<file path="config.mk">
export PLATFORM = sky130hd
export DESIGN_NAME = fsd_front
export DESIGN_NICKNAME = d
export VERILOG_FILES = /design/src/fsd_pkg.sv /design/src/fsd_front.sv
export SDC_FILE = /design/constraint.sdc
export NUM_CORES = 1
export LEC_CHECK = 0
export ABC_AREA = 1
export BUFFER_PORTS_ARGS = -buffer_cell sky130_fd_sc_hd__buf_4
export CAP_MARGIN = 10
export CORE_MARGIN = 3
export CORE_UTILIZATION = 50
export DETAILED_ROUTE_END_ITERATION = 10
export PLACE_DENSITY = 0.71
export SLEW_MARGIN = 40
export SYNTH_ARGS = -nofsm -noshare
export SYNTH_HDL_FRONTEND = slang
export SYNTH_SLANG_ARGS = --single-unit
</file>
<file path="constraint.sdc">
create_clock -name clk -period 3.87 [get_ports clk]
set_clock_uncertainty 0.2 [all_clocks]
set_input_delay 0.774 -clock clk [delete_from_list [all_inputs] [get_ports clk]]
set_output_delay 0.774 -clock clk [all_outputs]
set_load 0.03 [all_outputs]
</file>
<file path="src/fsd_pkg.sv">
// ----------------------------------------------------------------------------
// fsd_pkg
// Shared types, register codes and arithmetic helpers for the
// Floyd-Steinberg error-diffusion dither.
// ----------------------------------------------------------------------------
package fsd_pkg;

  // Pixel and error widths.
  localparam int GRAY_W = 8;
  localparam int ERR_W  = 10;
  localparam int VAL_W  = 12;   // corrected pixel value, signed
  localparam int SUM_W  = 16;   // 16*v + c*e, signed

  // Configuration port.
  localparam int CFG_ADDR_W     = 2;
  localparam int CFG_DATA_W     = 16;
  localparam int IMAGE_WIDTH_W  = 13;
  localparam int IMAGE_HEIGHT_W = 16;
  localparam int WIDTH_RESET    = 640;
  localparam int HEIGHT_RESET   = 480;

  localparam logic [CFG_ADDR_W-1:0] REG_IMAGE_WIDTH  = 2'd0;
  localparam logic [CFG_ADDR_W-1:0] REG_IMAGE_HEIGHT = 2'd1;

  // Depth of the queue between the front and back ends.
  localparam int QUEUE_DEPTH = 2;

  // Position flags that the front end attaches to every pixel.
  typedef struct packed {
    logic first_row;
    logic first_col;
    logic last_col;
    logic frame_end;
  } fsd_flags_t;

  localparam int FLAGS_W = $bits(fsd_flags_t);

  // Add weight/16 of an error to a value, truncating toward zero.
  function automatic logic signed [VAL_W-1:0] add_share(
    input logic signed [VAL_W-1:0] v,
    input logic        [2:0]       weight,
    input logic signed [ERR_W-1:0] err
  );
    logic signed [SUM_W-1:0] prod;
    logic signed [SUM_W-1:0] sum;
    logic signed [SUM_W-1:0] quo;
    prod = SUM_W'($signed({1'b0, weight})) * SUM_W'(err);
    sum  = (SUM_W'(v) <<< 4) + prod;
    quo  = sum >>> 4;
    // An arithmetic shift floors; a negative sum with a remainder rounds up.
    if (sum[SUM_W-1] && (sum[3:0] != 4'd0)) begin
      quo = quo + SUM_W'(1);
    end
    return VAL_W'(quo);
  endfunction

endpackage

</file>
<file path="src/fsd_front.sv">
// ----------------------------------------------------------------------------
// fsd_front
// Front end: holds the frame size registers, counts columns and rows, and
// tags each incoming pixel with its position flags.
// ----------------------------------------------------------------------------
module fsd_front
  import fsd_pkg::*;
#(
  parameter int MAX_WIDTH = 4096
) (
  input  logic                              clk,
  input  logic                              rst_n,
  // Configuration writes.
  input  logic                              cfg_valid,
  output logic                              cfg_ready,
  input  logic [CFG_ADDR_W-1:0]             cfg_addr,
  input  logic [CFG_DATA_W-1:0]             cfg_data,
  // Pixel input.
  input  logic                              pix_valid,
  output logic                              pix_ready,
  input  logic [GRAY_W-1:0]                 pix_gray,
  // Tagged pixel toward the queue.
  output logic                              push_valid,
  input  logic                              push_ready,
  output logic [$clog2(MAX_WIDTH)-1:0]      push_x,
  output logic [GRAY_W-1:0]                 push_gray,
  output fsd_flags_t                        push_flags
);

  localparam int XW        = $clog2(MAX_WIDTH);
  localparam int ResetW    = (WIDTH_RESET > MAX_WIDTH) ? MAX_WIDTH : WIDTH_RESET;
  localparam int ColLastRst = ResetW - 1;
  localparam int RowLastRst = HEIGHT_RESET - 1;

  logic [XW-1:0]             col_last_r, col_last_nxt;
  logic [IMAGE_HEIGHT_W-1:0] row_last_r, row_last_nxt;
  logic [XW-1:0]             x_r, x_nxt;
  logic [IMAGE_HEIGHT_W-1:0] y_r, y_nxt;
  logic [IMAGE_WIDTH_W-1:0]  wr_width;
  logic [IMAGE_HEIGHT_W-1:0] wr_height;
  logic                      cfg_fire;
  logic                      accept;
  logic                      last_col;
  logic                      last_row;

  assign cfg_ready = 1'b1;
  assign cfg_fire  = cfg_valid && cfg_ready;
  assign wr_width  = cfg_data[IMAGE_WIDTH_W-1:0];
  assign wr_height = cfg_data[IMAGE_HEIGHT_W-1:0];

  // Register decode: keep the last column and last row indexes directly.
  // A zero size acts as one, and the width saturates at the buffer depth.
  always_comb begin
    col_last_nxt = col_last_r;
    row_last_nxt = row_last_r;
    if (cfg_fire) begin
      unique case (cfg_addr)
        REG_IMAGE_WIDTH: begin
          if (wr_width == '0) begin
            col_last_nxt = '0;
          end else if (32'(wr_width) >= MAX_WIDTH) begin
            col_last_nxt = XW'(MAX_WIDTH - 1);
          end else begin
            col_last_nxt = XW'(wr_width - IMAGE_WIDTH_W'(1));
          end
        end
        REG_IMAGE_HEIGHT: begin
          if (wr_height == '0) begin
            row_last_nxt = '0;
          end else begin
            row_last_nxt = wr_height - IMAGE_HEIGHT_W'(1);
          end
        end
        default: begin
        end
      endcase
    end
  end

  // Position classification of the pixel on the input.
  assign last_col = (x_r >= col_last_r);
  assign last_row = (y_r >= row_last_r);

  assign push_valid           = pix_valid;
  assign pix_ready            = push_ready;
  assign push_x               = x_r;
  assign push_gray            = pix_gray;
  assign push_flags.first_row = (y_r == '0);
  assign push_flags.first_col = (x_r == '0);
  assign push_flags.last_col  = last_col;
  assign push_flags.frame_end = last_col && last_row;

  assign accept = pix_valid && push_ready;

  // Raster counters.
  always_comb begin
    x_nxt = x_r;
    y_nxt = y_r;
    if (accept) begin
      if (last_col) begin
        x_nxt = '0;
        y_nxt = last_row ? '0 : (y_r + IMAGE_HEIGHT_W'(1));
      end else begin
        x_nxt = x_r + XW'(1);
      end
    end
  end

  always_ff @(posedge clk) begin
    if (!rst_n) begin
      col_last_r <= XW'(ColLastRst);
      row_last_r <= IMAGE_HEIGHT_W'(RowLastRst);
      x_r        <= '0;
      y_r        <= '0;
    end else begin
      col_last_r <= col_last_nxt;
      row_last_r <= row_last_nxt;
      x_r        <= x_nxt;
      y_r        <= y_nxt;
    end
  end

endmodule

</file>
==> summary.md <==
The clock network is responsible for 31.2% of the overall power. The tools report the count of antenna diodes in the layout as 0. Area of the core: 7410 um^2. After detailed routing, the number of vias per cell comes to 5.10. In the finished design, the share of the clock period the worst path needs comes to 80.6%.

Summing the sequential cell areas from Yosys gives 28.6% of the chip area. The number of post-CTS setup repair buffers is 0, and the worst slew margin relative to its limit is 55.5%. The total wire length is 8920 um.

Across all hold checks on the routed design, the worst slack comes to 0.267 ns. For the number of max-slew violations in the final report, the log shows 0. Summed over all nets, the half-perimeter wirelength after detailed placement is 7060 um. Clock root buffer master: clkbuf_8. The logs give 0 for the number of maximum-capacitance constraint violations and 135 for the count of routing violations after the opening detailed-route iteration.

Cells with a size suffix above 1 make up 14.7% of the layout. The die is 94.5 um tall. Number of clock sinks seen by CTS: 56.

The tools report the critical path data required time as 2.90 ns. In the synthesized netlist the dominant register cell turns out to be dfxtp_1. The number of nets in the synthesized netlist is 640. Yosys mapped a number of flops with a built-in enable equal to 0. The finished layout holds 698 standard cells, fillers aside. After synthesis, the largest family of logic cells by area is simple AND/OR/NAND/NOR gates. The pre-antenna-repair detailed-routing pass consisted of 4 iterations.

The run gives 0 as the final count of negative-setup-slack endpoints. After floorplanning, the core was divided into 31 placement rows. After technology mapping, the gate count stands at 575.

Summed over all cells, the static leakage comes to 2.14 nW. By area the synthesized netlist is led by dfxtp_1 (29%), nand2_1 (13%), ha_1 (11%), inv_1 (8.3%), nor2_1 (5.3%). Setup repair after global routing left no endpoint under its margin. Design area: 4260 um^2. The logs give 3557 for the total via count after detailed routing and 1.09 mW for the total power after layout. In this run the worst path has a maximum fanout of 26.

The run gives 57.5% as the final core utilization. The number of clock buffers added by TritonCTS is 5. The synthesized design devotes to its leading area cell type 28.6% of total area.

The final layout contains 663 nets. Buffers inserted to repair hold after CTS numbered 0. The actual transition at the worst max-transition pin was 0.667 ns; the hold violation count in the final report was 0. The longest clock path from root to sink contains 2 buffers.

The remaining design rule violation count is 0. Kind of cell with the highest combined delay on the critical path: simple AND/OR/NAND/NOR gates. Entering global routing, the biggest net connects 29 pins. The layout overhead on the synthesized area is 8.79%, and the worst slack at placement is 1.10 ns. The run finished with clean final reports. The clock slew at the register clock pins of the worst setup and hold paths was 0.11 ns; the part of the total power dissipated in sequential elements was 54.9%. The worst setup path category is reg -> out. Multiplexer cells account for 0% of the synthesized area.

Average wire per standard cell: 12.8 um. The signal on the critical path passes through inv_1, ha_1, nand2_2, nor2_2, nand2_2, nor2_1, nor2_2, nand2_4, a21boi_0, buf_4. 58 I/O pins were placed.

The library cell occupying the most area in the post-synthesis netlist is dfxtp_1. For the relative contribution of combinational cells to total power, the log shows 13.9%. STA classifies the critical path startpoint as a register. Synthesis instantiated 36 different standard cells from the library. The floorplan die area was 8930 um^2; the port buffer count was 40.

Net switching is 28.7% of the power. Class of the tightest hold or removal check: reg -> reg. Summing the areas of all xor and xnor instances in the mapped netlist gives 3.32% of the synthesized area. The congestion estimate from routability-driven global placement came to 0.849. The number of routed nets with antenna violations was 0; the final setup slack of the worst path was 0.752 ns.

The number of gates resized after CTS came out at 0. For this run, the number of Yosys warnings is 0. The initial antenna violation count is 0. The smallest clock period supported by the final layout is computed as 3.12 ns. In this run the number of H-tree levels came out at 2. The complex-gate fraction of the synthesized area is 9.08%. Measured along the x axis, the die boundary spans 94.5 um. The number of buffer and inverter instances along the worst setup path came out at 2. After Yosys synthesis, and, or, nand and nor cells account for 34.5% of the synthesized area. The logs give 0.32 ns for the clock network latency to the later pin of the worst-skew pair and 0 for the remaining global-route overflow. Cell internal power was estimated by the tool at 778 uW.

The reported net switching power is 314 uW, and the starting utilization of the core area is 52.8%. In this run the mean area of a mapped cell was 6.81 um^2. The logs give 3446 for the via count of the first global-routing pass and 690 for the number of instances in the placed design. Dividing total power by cell area gives a power density of 257 nW/um^2.

For this run, asynchronously set or reset flops after synthesis account for 0%. The overall global routing resource usage came out at 21.5%. Timing would allow up to 321 MHz. The worst setup path is captured at a primary output.

The post-synthesis share of cell area spent on full adders, half adders and majority gates is 10.9%, and the total placed instance area is 4160 um^2. The first global-routing pass estimated 15400 um of wire. The peak per-stage delay on the critical path came out at 0.36 ns. TritonCTS built the clock tree.

After routing, the total negative slack on setup checks comes to 0 ns. The largest voltage drop on the vdd net was 220 uV; the flip-flop and latch count after synthesis was 56. On the critical path, the stage with the largest delay is an instance of dfxtp_1.

STA puts the critical path data arrival time at 2.14 ns. The synthesized netlist occupies a cell area of 3910 um^2.
final timing paths:
check                               startpoint        endpoint  slack, ns  cells after the start
worst max-delay path            col_last_r[11]   push_flags[0]       0.75                     10
worst min-delay path            row_last_r[10]  row_last_r[10]       0.27                      2
worst max register to register  col_last_r[11]         y_r[12]       1.58                     13
worst min register to register  row_last_r[10]  row_last_r[10]       0.27                      2
cell usage after synthesis (5+ instances only):
library cell	n
ha_1	34
buf_4	13
nand2_1	140
nor2_1	55
clkbuf_1	5
dfxtp_1	56
nor2_2	9
nor4_1	5
nand3_1	33
a21oi_1	34
nand2_2	10
nand4_1	22
nor3_1	8
o21ai_0	13
xor2_1	9
inv_1	87
cells in the final DEF, fill, tap and decap left out, types with 2 or more instances in the layout:
| cell | count |
|---|---|
| xor2_1 | 9 |
| dfxtp_1 | 56 |
| nor3_1 | 8 |
| nor4_1 | 5 |
| a21oi_1 | 34 |
| o221ai_1 | 4 |
| buf_4 | 40 |
| nor2_1 | 55 |
| nand2_2 | 10 |
| inv_1 | 87 |
| o21ai_0 | 13 |
| clkinv_4 | 2 |
| xnor2_1 | 4 |
| o211ai_2 | 3 |
| inv_2 | 3 |
| nand2_1 | 140 |
| nand4_1 | 22 |
| clkinv_1 | 2 |
| nand3_1 | 33 |
| clkbuf_8 | 5 |
| nand3_2 | 3 |
| nor2_4 | 4 |
| ha_1 | 34 |
| nor2_2 | 9 |
| nand2_4 | 4 |
registers in the layout (all words and copies together), names as in the netlist:
| name | flops |
|---|---|
| col_last_r | 12 |
| push_x | 12 |
| row_last_r | 16 |
| y_r | 16 |
per-layer routing:
layer | up-vias | share of wire [%] | track usage [%] | wire, um
li1 | 1871 | - | - | -
met1 | 1584 | 48 | 28.6 | 4270
met2 | 87 | 46 | 35.5 | 4060
met3 | 15 | 4.5 | 3.03 | 403
met4 | 0 | 2.1 | 7.69 | 185
met5 | - | 0 | 0 | 0
layout make-up:
class / count / area, um^2
clock buffers: 5 / 68.8
clock inverters: 3 / 26.3
fillers: 729 / 3150
inverters: 93 / 352
multi-input cells: 402 / 2270
flip-flops and latches: 56 / 1120
well taps: 99 / 124
repair buffers: 40 / 300
cells by family after synthesis:
kind of cell	Yosys count
compound gates	59
xor+xnor	14
fa+ha+maj	34
buf+inv	117
flops	56
other cells	1
simple gates	294
power by group through the flow:
stage	sequential (mW)	clock (mW)	combinational, mW
after floorplan	0.613	0	0.116
after global placement	0.612	0	0.148
after detailed placement	0.613	0	0.152
after CTS	0.600	0.348	0.152
after global routing	0.601	0.367	0.172
final	0.599	0.341	0.152
tightest hold or removal path: stages (launching register included):
cell and delay (ns):
dfxtp_1 0.32, nand2_1 0.06, a21oi_1 0.05
Note: power is estimated with default switching activity, not from simulation.
