File: config.mk
export PLATFORM = sky130hd
export DESIGN_NAME = fsd_queue
export DESIGN_NICKNAME = d
export VERILOG_FILES = /design/src/fsd_queue.sv
export SDC_FILE = /design/constraint.sdc
export NUM_CORES = 1
export LEC_CHECK = 0
export BUFFER_PORTS_ARGS = -buffer_cell sky130_fd_sc_hd__buf_2
export CORE_UTILIZATION = 31
export CTS_BUF_LIST = sky130_fd_sc_hd__clkbuf_8 sky130_fd_sc_hd__clkbuf_16
export DETAILED_ROUTE_END_ITERATION = 10
export GPL_TIMING_DRIVEN = 0
export PLACE_DENSITY = 0.53
export SLEW_MARGIN = 10
export SYNTH_ARGS = -nofsm -noshare
export SYNTH_HDL_FRONTEND = slang
export SYNTH_SLANG_ARGS = --single-unit
export TNS_END_PERCENT = 50
File: constraint.sdc
create_clock -name clk -period 1.7 [get_ports clk]
set_input_delay 0.085 -clock clk [delete_from_list [all_inputs] [get_ports clk]]
set_output_delay 0.085 -clock clk [all_outputs]
set_load 0.03 [all_outputs]
File: src/fsd_queue.sv
// ----------------------------------------------------------------------------
// fsd_queue
// Small register queue that decouples the front end from the back end.
// Ready toward the writer depends only on the fill count.
// ----------------------------------------------------------------------------
module fsd_queue #(
  parameter int WIDTH = 24,
  parameter int DEPTH = 2
) (
  input  logic             clk,
  input  logic             rst_n,
  input  logic             wr_valid,
  output logic             wr_ready,
  input  logic [WIDTH-1:0] wr_data,
  output logic             rd_valid,
  input  logic             rd_ready,
  output logic [WIDTH-1:0] rd_data
);

  localparam int PW = (DEPTH > 1) ? $clog2(DEPTH) : 1;
  localparam int CW = $clog2(DEPTH + 1);

  logic [WIDTH-1:0] slot_r [DEPTH];
  logic [PW-1:0]    wptr_r, wptr_nxt;
  logic [PW-1:0]    rptr_r, rptr_nxt;
  logic [CW-1:0]    count_r, count_nxt;
  logic             push;
  logic             pop;

  assign wr_ready = (count_r != CW'(DEPTH));
  assign rd_valid = (count_r != '0);
  assign rd_data  = slot_r[rptr_r];
  assign push     = wr_valid && wr_ready;
  assign pop      = rd_valid && rd_ready;

  // Pointer and count update, with wrap at the depth.
  always_comb begin
    wptr_nxt  = wptr_r;
    rptr_nxt  = rptr_r;
    count_nxt = count_r;
    if (push) begin
      wptr_nxt = (32'(wptr_r) == DEPTH - 1) ? '0 : (wptr_r + PW'(1));
    end
    if (pop) begin
      rptr_nxt = (32'(rptr_r) == DEPTH - 1) ? '0 : (rptr_r + PW'(1));
    end
    if (push && !pop) begin
      count_nxt = count_r + CW'(1);
    end else if (pop && !push) begin
      count_nxt = count_r - CW'(1);
    end
  end

  always_ff @(posedge clk) begin
    if (!rst_n) begin
      wptr_r  <= '0;
      rptr_r  <= '0;
      count_r <= '0;
    end else begin
      wptr_r  <= wptr_nxt;
      rptr_r  <= rptr_nxt;
      count_r <= count_nxt;
    end
  end

  // Storage.
  always_ff @(posedge clk) begin
    if (push) begin
      slot_r[wptr_r] <= wr_data;
    end
  end

endmodule

==> out/summary.txt, run 1 <==
Vias in the first global route - 1099
Net Sw Power - 1.23 mW
DIE AREA - 6680 sq um
# diodes - 0
Sequential area share after synthesis - 0.783
CTS Sinks - 53
Grt ovf - 0
Initial antenna violation count - 0
NumNets Final - 213
RSZ-0062 raised after global routing - no
Antenna Nets Post-Route - 0
Critical path arrival - 1.54 ns
Chip height - 81.7 microns
Crit path max fanout - 10
Port buffer count - 53
Clock Latency Late Sink - 0.29 ns
Rows - 28
Routed length per instance - 13.4 microns
FF+latch count, synth - 53
Clock root buffer - clkbuf_8
Largest buffer count on any clock path - 2
Crit Path Category - reg -> out
# setup viols final - 0
Reg-to-Reg Start - count_r[0]
Layout cell share with drive strength beyond 1 - 0.492
Worst setup EP type - primary output
Status - finished, final reports clean
Achievable Freq - 617 MHz
Initial Util - 0.327
Synthesized area per cell - 19.9 sq um
Filler Cells Inserted - 550
Pleak - 1.01 nW
Worst r2r dst - count_r[1]
Total CTS buffers - 5
Min-Delay Startpoint - rst_n
Layout Skew - 0.00829 ns
1st-iter DRT viols - 42
Max-slew violation count - 0
DP Area - 2330 sq um
Detailed Route WL - 3480 microns
Ys Warns - 0
Fin cells - 260
Cells after Synth - 99
Part of the power in registers - 0.465
Vias - 1132
CTS tree - yes
Ports - 54
Pre-CTS setup slack - -0.294 ns
Reg2Reg Setup Slack - 0.09 ns
Placed Instances - 227
Syn Std Cell Area - 1970 sq um
Area delta synth->final - 35.4%
Headroom to the max-slew limit - 0.592
Peak VDD IR - 743 uV
Hold crit path type - in -> reg
Total track usage - 0.106
Comb power frac - 0.363
WP data required - 1.62 ns
Chip Width - 81.7 microns
Crit path time final - 1.62 ns
Final setup margin - 0.0788 ns
Final Cycle Share - 0.954
Hold path endpoint - rptr_r
Critical path launch point type - flip-flop
Synth cell types - 19
Global-route wire length before repair - 5030 microns
DR DRC count - 0
Clock power frac - 0.172
Slew @ Worst Pin - 0.612 ns
PD cells - 1370 nW/um^2
Hpwl dp - 2220 microns
H-tree depth - 2
Fin area - 2670 sq um
Syn nets - 128
Vias per cell - 4.35
Internal power - 2.42 mW
Hold-critical path depth - 2
Placeable core area - 6030 sq um
Net Sw Frac - 0.336
Drt pass-1 iters - 4
Clock transition at path regs - 0.08 ns
Final hold violations - 0
Worst R2R Path Depth - 5
Max-cap violations - 0
Gpl congestion - 0.596
Largest net degree at the start of global routing - 25
Setup TNS - 0 ns
-- metal layers --
layer	part of all wire	vias up	global-route usage
met2	0.50	39	0.183
met5	0	-	0
met1	0.44	546	0.122
met3	0.050	4	0.0367
met4	0.0080	0	0.0421
li1	-	543	-
-- flip-flops by register name, indices dropped and copies added, names as in the netlist, named ones only --
register and cells:
count_r 2, rptr_r 1, slot_r 48, wptr_r 1
-- layout by cell type, fill, tap and decap left out --
master / instances
dlygate4sd3_1: 24
inv_1: 3
a21boi_1: 1
dfxtp_1: 5
edfxtp_1: 48
and2_1: 4
a21boi_0: 1
nand2b_4: 1
or3_1: 1
clkinvlp_4: 2
ha_1: 1
clkbuf_8: 5
and3_2: 1
buf_2: 54
mux2_2: 24
o21ai_1: 1
o21ai_0: 1
a21bo_2: 1
clkbuf_4: 1
xor2_1: 1
nand3b_1: 1
buf_4: 1
xnor2_1: 2
or2_2: 1
-- stage by stage --
stage	utilization	power, mW	hold slack [ns]
global route	0.442	3.84	0.0383
finish	0.442	3.65	0.0447
detailed placement	0.386	3.00	0.277
global placement	0.386	2.96	0.273
CTS	0.441	3.69	0.0341
floorplan	-	2.66	0.184
-- cell type report --
type / instances / area [sq um] / share of cell area
Inverter: 1 / 7.51 / 0.00282
Clock buffer: 5 / 68.8 / 0.0258
Sequential cell: 53 / 1540 / 0.578
Buffer: 3 / 20.0 / 0.00751
Clock inverter: 3 / 11.3 / 0.00422
Multi-Input combinational cell: 42 / 410 / 0.154
Tap cell: 75 / 93.8 / 0.0352
Timing Repair Buffer: 77 / 505 / 0.190
Timing Repair inverter: 1 / 7.51 / 0.00282
-- critical path, stage by stage (launching register included) --
cell      delay [ns]
dfxtp_1         0.31
buf_2           0.17
clkbuf_4        0.24
mux2_2          0.35
buf_2           0.17
-- kinds of logic (layout without fill, tap and decap cells) --
group,count (synthesis),after routing,share of synthesized area
flip-flops,53,53,0.783
XOR/XNOR,3,3,0.0133
buffers and inverters,4,90,0.00953
adder cells (fa/ha/maj),1,1,0.00635
AND/OR/NAND/NOR,9,9,0.0330
multiplexers,24,24,0.137
AO/OA/AOI/OAI,5,5,0.0178
-- cell usage after synthesis --
library cell,n,share of area
and3_1,1,0.0032
buf_2,3,0.0076
xor2_1,1,0.0044
xnor2_1,2,0.0089
nand3b_1,1,0.0038
o21ai_1,1,0.0025
mux2_2,24,0.14
inv_1,1,0.0019
and2_1,4,0.013
o21ai_0,1,0.0025
a21bo_2,1,0.0051
dfxtp_1,5,0.051
a21boi_0,1,0.0038
or2_2,1,0.0032
or3_1,1,0.0032
nand2b_4,1,0.0070
edfxtp_1,48,0.73
a21boi_1,1,0.0038
ha_1,1,0.0064
-- worst max path at each step --
| stage | startpoint | end | slack [ns] |
|---|---|---|---|
| after detailed placement | count_r[0] | slot_r[1][12] | -0.29 |
| after global placement | count_r[0] | slot_r[1][6] | -0.22 |
| after global routing | flip-flop | rd_data[12] | 0.005 |
| after floorplan | count_r[0] | slot_r[1][0] | 0.04 |
| final | flip-flop | rd_data[6] | 0.08 |
| after CTS | flip-flop | rd_data[7] | 0.005 |
-- power by group through the flow --
stage          Sequential [mW]  Combinational [mW]  Clock, mW
2_1_floorplan             1.71               0.949          0
3_3_place_gp              1.72                1.24          0
3_5_place_dp              1.73                1.27          0
4_1_cts                   1.70                1.33      0.659
5_1_grt                   1.72                1.41      0.707
6_report                  1.70                1.32      0.628
-- what timing repair did --
item | CTS | global route
pin swaps | 0 | 0
buffers inserted | 0 | 0
hold buffers | 24 | 0
hold endpoints to repair | 48 | 0
endpoints found under the setup margin | 58 | 34
resized for setup | 3 | 2
cloned | 0 | 1
Note: power is estimated with default switching activity, not from simulation.
==> run 2, diff against run 1 <==
--- a/config.mk
+++ b/config.mk
@@ -6,11 +6,11 @@
 export NUM_CORES = 1
 export LEC_CHECK = 0
 export BUFFER_PORTS_ARGS = -buffer_cell sky130_fd_sc_hd__buf_2
-export CORE_UTILIZATION = 31
+export CORE_UTILIZATION = 45
 export CTS_BUF_LIST = sky130_fd_sc_hd__clkbuf_8 sky130_fd_sc_hd__clkbuf_16
 export DETAILED_ROUTE_END_ITERATION = 10
 export GPL_TIMING_DRIVEN = 0
-export PLACE_DENSITY = 0.53
+export PLACE_DENSITY = 0.72
 export SLEW_MARGIN = 10
 export SYNTH_ARGS = -nofsm -noshare
 export SYNTH_HDL_FRONTEND = slang
==> run 2 against run 1 <==
Effect of this change: cell count down 10%; total power up 0.78%; clock power up 4.6%; highest routed layer unchanged; final area down 1.1%; sequential share of layout area up 0.75 points; sequential power about the same; via count down 2.5%; critical endpoint is now rd_data[19]; non-clock buffer count unchanged.
==> out/summary.txt, run 2 (synthesis gave the netlist of run 1 again) <==
Largest net degree at the start of global routing - 25
Max-cap violations - 0
DIE AREA - 4650 sq um
Headroom to the max-slew limit - 0.610
Global-route wire length before repair - 5110 microns
Vias in the first global route - 1124
H-tree depth - 2
Largest register FFs - 48
Final Cycle Share - 0.949
PD cells - 1400 nW/um^2
Total track usage - 0.159
Peak VDD IR - 912 uV
Clock Latency Late Sink - 0.30 ns
Detailed Route WL - 3410 microns
Ports - 54
Most frequent cells in the layout - buf_2, edfxtp_1, mux2_2, dlygate4sd3_1, clkbuf_8
DP Area - 2300 sq um
Filler Cells Inserted - 301
Drt pass-1 iters - 6
Max-slew violation count - 0
Largest buffer count on any clock path - 2
Pleak - 1.00 nW
# diodes - 0
Critical path launch point type - flip-flop
Hold crit path type - in -> reg
Length of routed met3 wiring - 187 microns
Initial antenna violation count - 0
Pre-CTS setup slack - -0.257 ns
Placed Instances - 202
1st-iter DRT viols - 58
Fin cells - 234
Fin area - 2640 sq um
WP data required - 1.62 ns
Rows - 23
Vias - 1104
Largest Register - slot_r
CTS Sinks - 53
NumNets Final - 212
Setup TNS - 0 ns
Clock root buffer - clkbuf_8
Layout Skew - 0.00957 ns
DR DRC count - 0
Commonest non-fill, non-tap cell in the layout - buf_2
Max layer used - met4
Routed length per instance - 14.6 microns
Clock transition at path regs - 0.08 ns
Chip Width - 68.2 microns
Final hold violations - 0
Worst setup EP type - primary output
Critical path arrival - 1.53 ns
Biggest regs - slot_r x48, count_r x2
Crit Path Category - reg -> out
Status - finished, final reports clean
Hpwl dp - 2250 microns
DR WL met2 - 1800 microns
Placeable core area - 4090 sq um
Achievable Freq - 620 MHz
Post-CTS Setup Inserts - 0
Antenna Nets Post-Route - 0
RSZ-0062 raised after global routing - no
Port buffer count - 53
Vias per cell - 4.72
Final setup margin - 0.0868 ns
Min Hold Slack - 0.0417 ns
Total CTS buffers - 5
Layout cell share with drive strength beyond 1 - 0.511
Metal-1 WL - 1350 microns
# setup viols final - 0
Crit path max fanout - 10
Initial Util - 0.482
Grt ovf - 0
CTS tree - yes
Chip height - 68.2 microns
Area delta synth->final - 33.9%
Gpl congestion - 0.651
Crit path time final - 1.61 ns
Slew @ Worst Pin - 0.585 ns
run 2: path summary, 6_finish.rpt:
check	startpoint	to	slack, ns	depth (start not counted)
worst max-delay path	flip-flop	rd_data[19]	0.09	4
worst min-delay path	rst_n	count_r[0]	0.04	2
worst max register to register	count_r[0]	slot_r[0][15]	0.11	3
worst min register to register	count_r[1]	count_r[1]	0.53	2
run 2: report_power, final:
part / leakage (nW) / internal, mW / switching, mW / total [mW]
registers: 0.490 / 1.64 / 0.0700 / 1.71
logic: 0.468 / 0.516 / 0.796 / 1.31
clock network: 0.0455 / 0.285 / 0.372 / 0.657
run 2: metrics by stage:
| step | util | power [mW] |
|---|---|---|
| floorplan | - | 2.66 |
| global placement | 0.562 | 2.95 |
| detailed placement | 0.562 | 3.00 |
| CTS | 0.643 | 3.70 |
| global route | 0.645 | 3.85 |
| finish | 0.645 | 3.68 |
run 2: repair_timing:
item / in CTS / in global routing
setup endpoints to repair: 48 / 44
hold buffers: 24 / 0
gates resized for setup: 2 / 6
endpoints found under the hold margin: 48 / 0
pin swaps: 0 / 0
run 2: final cells by class:
cell class | instances | area [sq um] | share of cell area
buffer | 3 | 20.0 | 0.00759
clock buffer | 5 | 68.8 | 0.0261
clock inverter | 3 | 17.5 | 0.00664
inverter | 1 | 7.51 | 0.00285
multi-input combinational | 42 | 410 | 0.156
sequential | 53 | 1540 | 0.586
tap | 50 | 62.6 | 0.0237
timing repair buffer | 77 | 505 | 0.192
run 2: critical path, cell delays in order, from the launching register on:
cell     delay, ns
dfxtp_1       0.31
buf_2         0.17
buf_4         0.21
mux2_2        0.36
buf_2         0.18
run 2: metal layers:
metal,up-vias,global-route usage
met5,-,0
met1,512,0.158
met3,9,0.0500
li1,546,-
met4,0,0.0859
met2,37,0.290
==> run 3, diff against run 2 <==
--- a/config.mk
+++ b/config.mk
@@ -6,11 +6,14 @@
 export NUM_CORES = 1
 export LEC_CHECK = 0
 export BUFFER_PORTS_ARGS = -buffer_cell sky130_fd_sc_hd__buf_2
-export CORE_UTILIZATION = 45
+export CELL_PAD_IN_SITES_DETAIL_PLACEMENT = 1
+export CELL_PAD_IN_SITES_GLOBAL_PLACEMENT = 2
+export CORE_MARGIN = 2
+export CORE_UTILIZATION = 33
 export CTS_BUF_LIST = sky130_fd_sc_hd__clkbuf_8 sky130_fd_sc_hd__clkbuf_16
 export DETAILED_ROUTE_END_ITERATION = 10
 export GPL_TIMING_DRIVEN = 0
-export PLACE_DENSITY = 0.72
+export PLACE_DENSITY = 0.73
 export SLEW_MARGIN = 10
 export SYNTH_ARGS = -nofsm -noshare
 export SYNTH_HDL_FRONTEND = slang
==> run 3 against run 2 <==
Effect of this change: die area grew 42%; register-to-register slack gained 0.03 ns; setup slack got worse by 0.00059 ns; routed wire length up 10%; sequential cell count unchanged; combinational power hardly changed; via count up 2.5%; first-iteration DRC count shrank 71%; cell count increased by 11%; critical path depth stayed put; clock skew shrank 0.0053 ns.
==> out/summary.txt, run 3 (synthesis gave the netlist of run 1 again) <==
Fin area - 2690 sq um
Net Sw Power - 1.24 mW
Max-cap violations - 0
Port buffer count - 53
Total CTS buffers - 5
Biggest regs - slot_r x48, count_r x2
Peak VDD IR - 699 uV
Drt pass-1 iters - 4
# diodes - 0
Worst R2R Path Depth - 5
Cell with the most instances on the worst path - buf_2
CP Depth - 4
Headroom to the max-slew limit - 0.597
Vias - 1132
Hold crit path type - in -> reg
Total power - 3.82 mW
NumNets Final - 213
Crit path time final - 1.61 ns
Largest Register - slot_r
Worst r2r dst - count_r[1]
Layout cell share with drive strength beyond 1 - 0.516
Clock transition at path regs - 0.08 ns
Most frequent cells in the layout - buf_2, edfxtp_1, mux2_2, dlygate4sd3_1, clkbuf_8
Part of the power in registers - 0.446
Grt ovf - 0
Internal power - 2.58 mW
Net Sw Frac - 0.324
Rows - 28
Comb power frac - 0.346
Reg2Reg Setup Slack - 0.14 ns
H-tree depth - 2
# setup viols final - 0
DIE AREA - 6600 sq um
Pleak - 1.01 nW
WP data required - 1.62 ns
Setup TNS - 0 ns
PD cells - 1420 nW/um^2
End of the critical path - rd_data[10]
Hpwl dp - 2360 microns
Clock root buffer - clkbuf_8
Slew @ Worst Pin - 0.604 ns
Commonest non-fill, non-tap cell in the layout - buf_2
Final hold violations - 0
CTS Sinks - 53
Initial antenna violation count - 0
Chip height - 81.3 microns
Buffer and inverter count on the worst path - 3
Crit-path max cell delay - 0.36 ns
Critical path launch point type - flip-flop
CTS tree - yes
Final Cycle Share - 0.949
Area delta synth->final - 36.7%
1st-iter DRT viols - 17
Crit Path Category - reg -> out
Post-CTS Setup Inserts - 0
Detailed Route WL - 3760 microns
DP Area - 2330 sq um
Achievable Freq - 620 MHz
Global-route wire length before repair - 5780 microns
Placeable core area - 5850 sq um
Status - finished, final reports clean
Largest register FFs - 48
Largest net degree at the start of global routing - 25
Routed length per instance - 14.5 microns
CP max-delay cell - mux2_2
Gpl congestion - 0.645
Total track usage - 0.121
Ports - 54
Vias in the first global route - 1193
Layout Skew - 0.00426 ns
Chip Width - 81.3 microns
Reg-to-Reg Start - count_r[0]
RSZ-0062 raised after global routing - yes
Vias per cell - 4.37
Clock Latency Late Sink - 0.29 ns
Max-slew violation count - 0
Largest delay contributor family on the critical path - buffers and inverters
Clock power frac - 0.208
Worst setup EP type - primary output
Largest buffer count on any clock path - 2
Crit path max fanout - 10
Initial Util - 0.337
Crit-path cells - buf_2 > buf_4 > mux2_2 > buf_2
Critical path arrival - 1.53 ns
DR DRC count - 0
Antenna Nets Post-Route - 0
## run 3: changes by cell type in the layout (fill, tap and decap cells not counted)
cell        change
clkinv_1        -1
bufinv_16       +1
clkinv_4        -1
clkinvlp_4      +1
## run 3: power by group through the flow
stage	registers [mW]	logic, mW	clock network [mW]
2_1_floorplan	1.71	0.949	0
3_3_place_gp	1.72	1.24	0
3_5_place_dp	1.74	1.27	0
4_1_cts	1.70	1.34	0.827
5_1_grt	1.73	1.43	0.865
6_report	1.70	1.32	0.794
## run 3: repair_timing
action,in CTS,in global routing
hold buffers,24,0
gates resized for setup,4,3
endpoints found under the hold margin,48,0
setup endpoints to repair,68,45
gates cloned,0,1
## run 3: worst min path at each step
stage,from,end,slack (ns),cells past startpoint
floorplan,wr_data[0],slot_r[0][0],0.18,0
global placement,wr_data[15],slot_r[0][15],0.27,1
detailed placement,wr_data[15],slot_r[0][15],0.28,1
CTS,rst_n,flip-flop,0.05,2
global route,rst_n,rptr_r,0.06,2
finish,rst_n,flip-flop,0.06,2
## run 3: layout make-up
cell class,instances,area (sq um)
clock buffers,5,68.8
repair buffers,77,505
inverters,1,7.51
fillers,598,3160
repair inverters,1,7.51
plain buffers,3,20.0
well taps,75,93.8
clock inverters,2,35.0
multi-input cells,42,410
flip-flops and latches,53,1540
## run 3: metal layers
layer  part of all wire  up-vias  GRT usage  wire [microns]
li1                   -      545          -               -
met1               0.40      553      0.126            1490
met2               0.55       32      0.235            2070
met3              0.047        2     0.0333             177
met4             0.0040        0     0.0356              15
met5                  0        -          0               0
## run 3: through the flow
| step | hold slack [ns] | worst slack (ns) | utilization | cells |
|---|---|---|---|---|
| after floorplan | 0.184 | 0.0350 | - | 99 |
| after global placement | 0.274 | -0.223 | 0.398 | 227 |
| after CTS | 0.0482 | 0.0541 | 0.459 | 258 |
| after global routing | 0.0620 | -0.0404 | 0.460 | 259 |
| after detailed placement | 0.279 | -0.296 | 0.398 | 227 |
| final | 0.0567 | 0.0862 | 0.460 | 259 |
## run 3: worst reg2reg max path, stage by stage, from the launching register on
cell,delay (ns)
dfxtp_2,0.35
nand2b_4,0.16
and2_1,0.16
ha_1,0.33
or3_1,0.36
a21boi_1,0.15
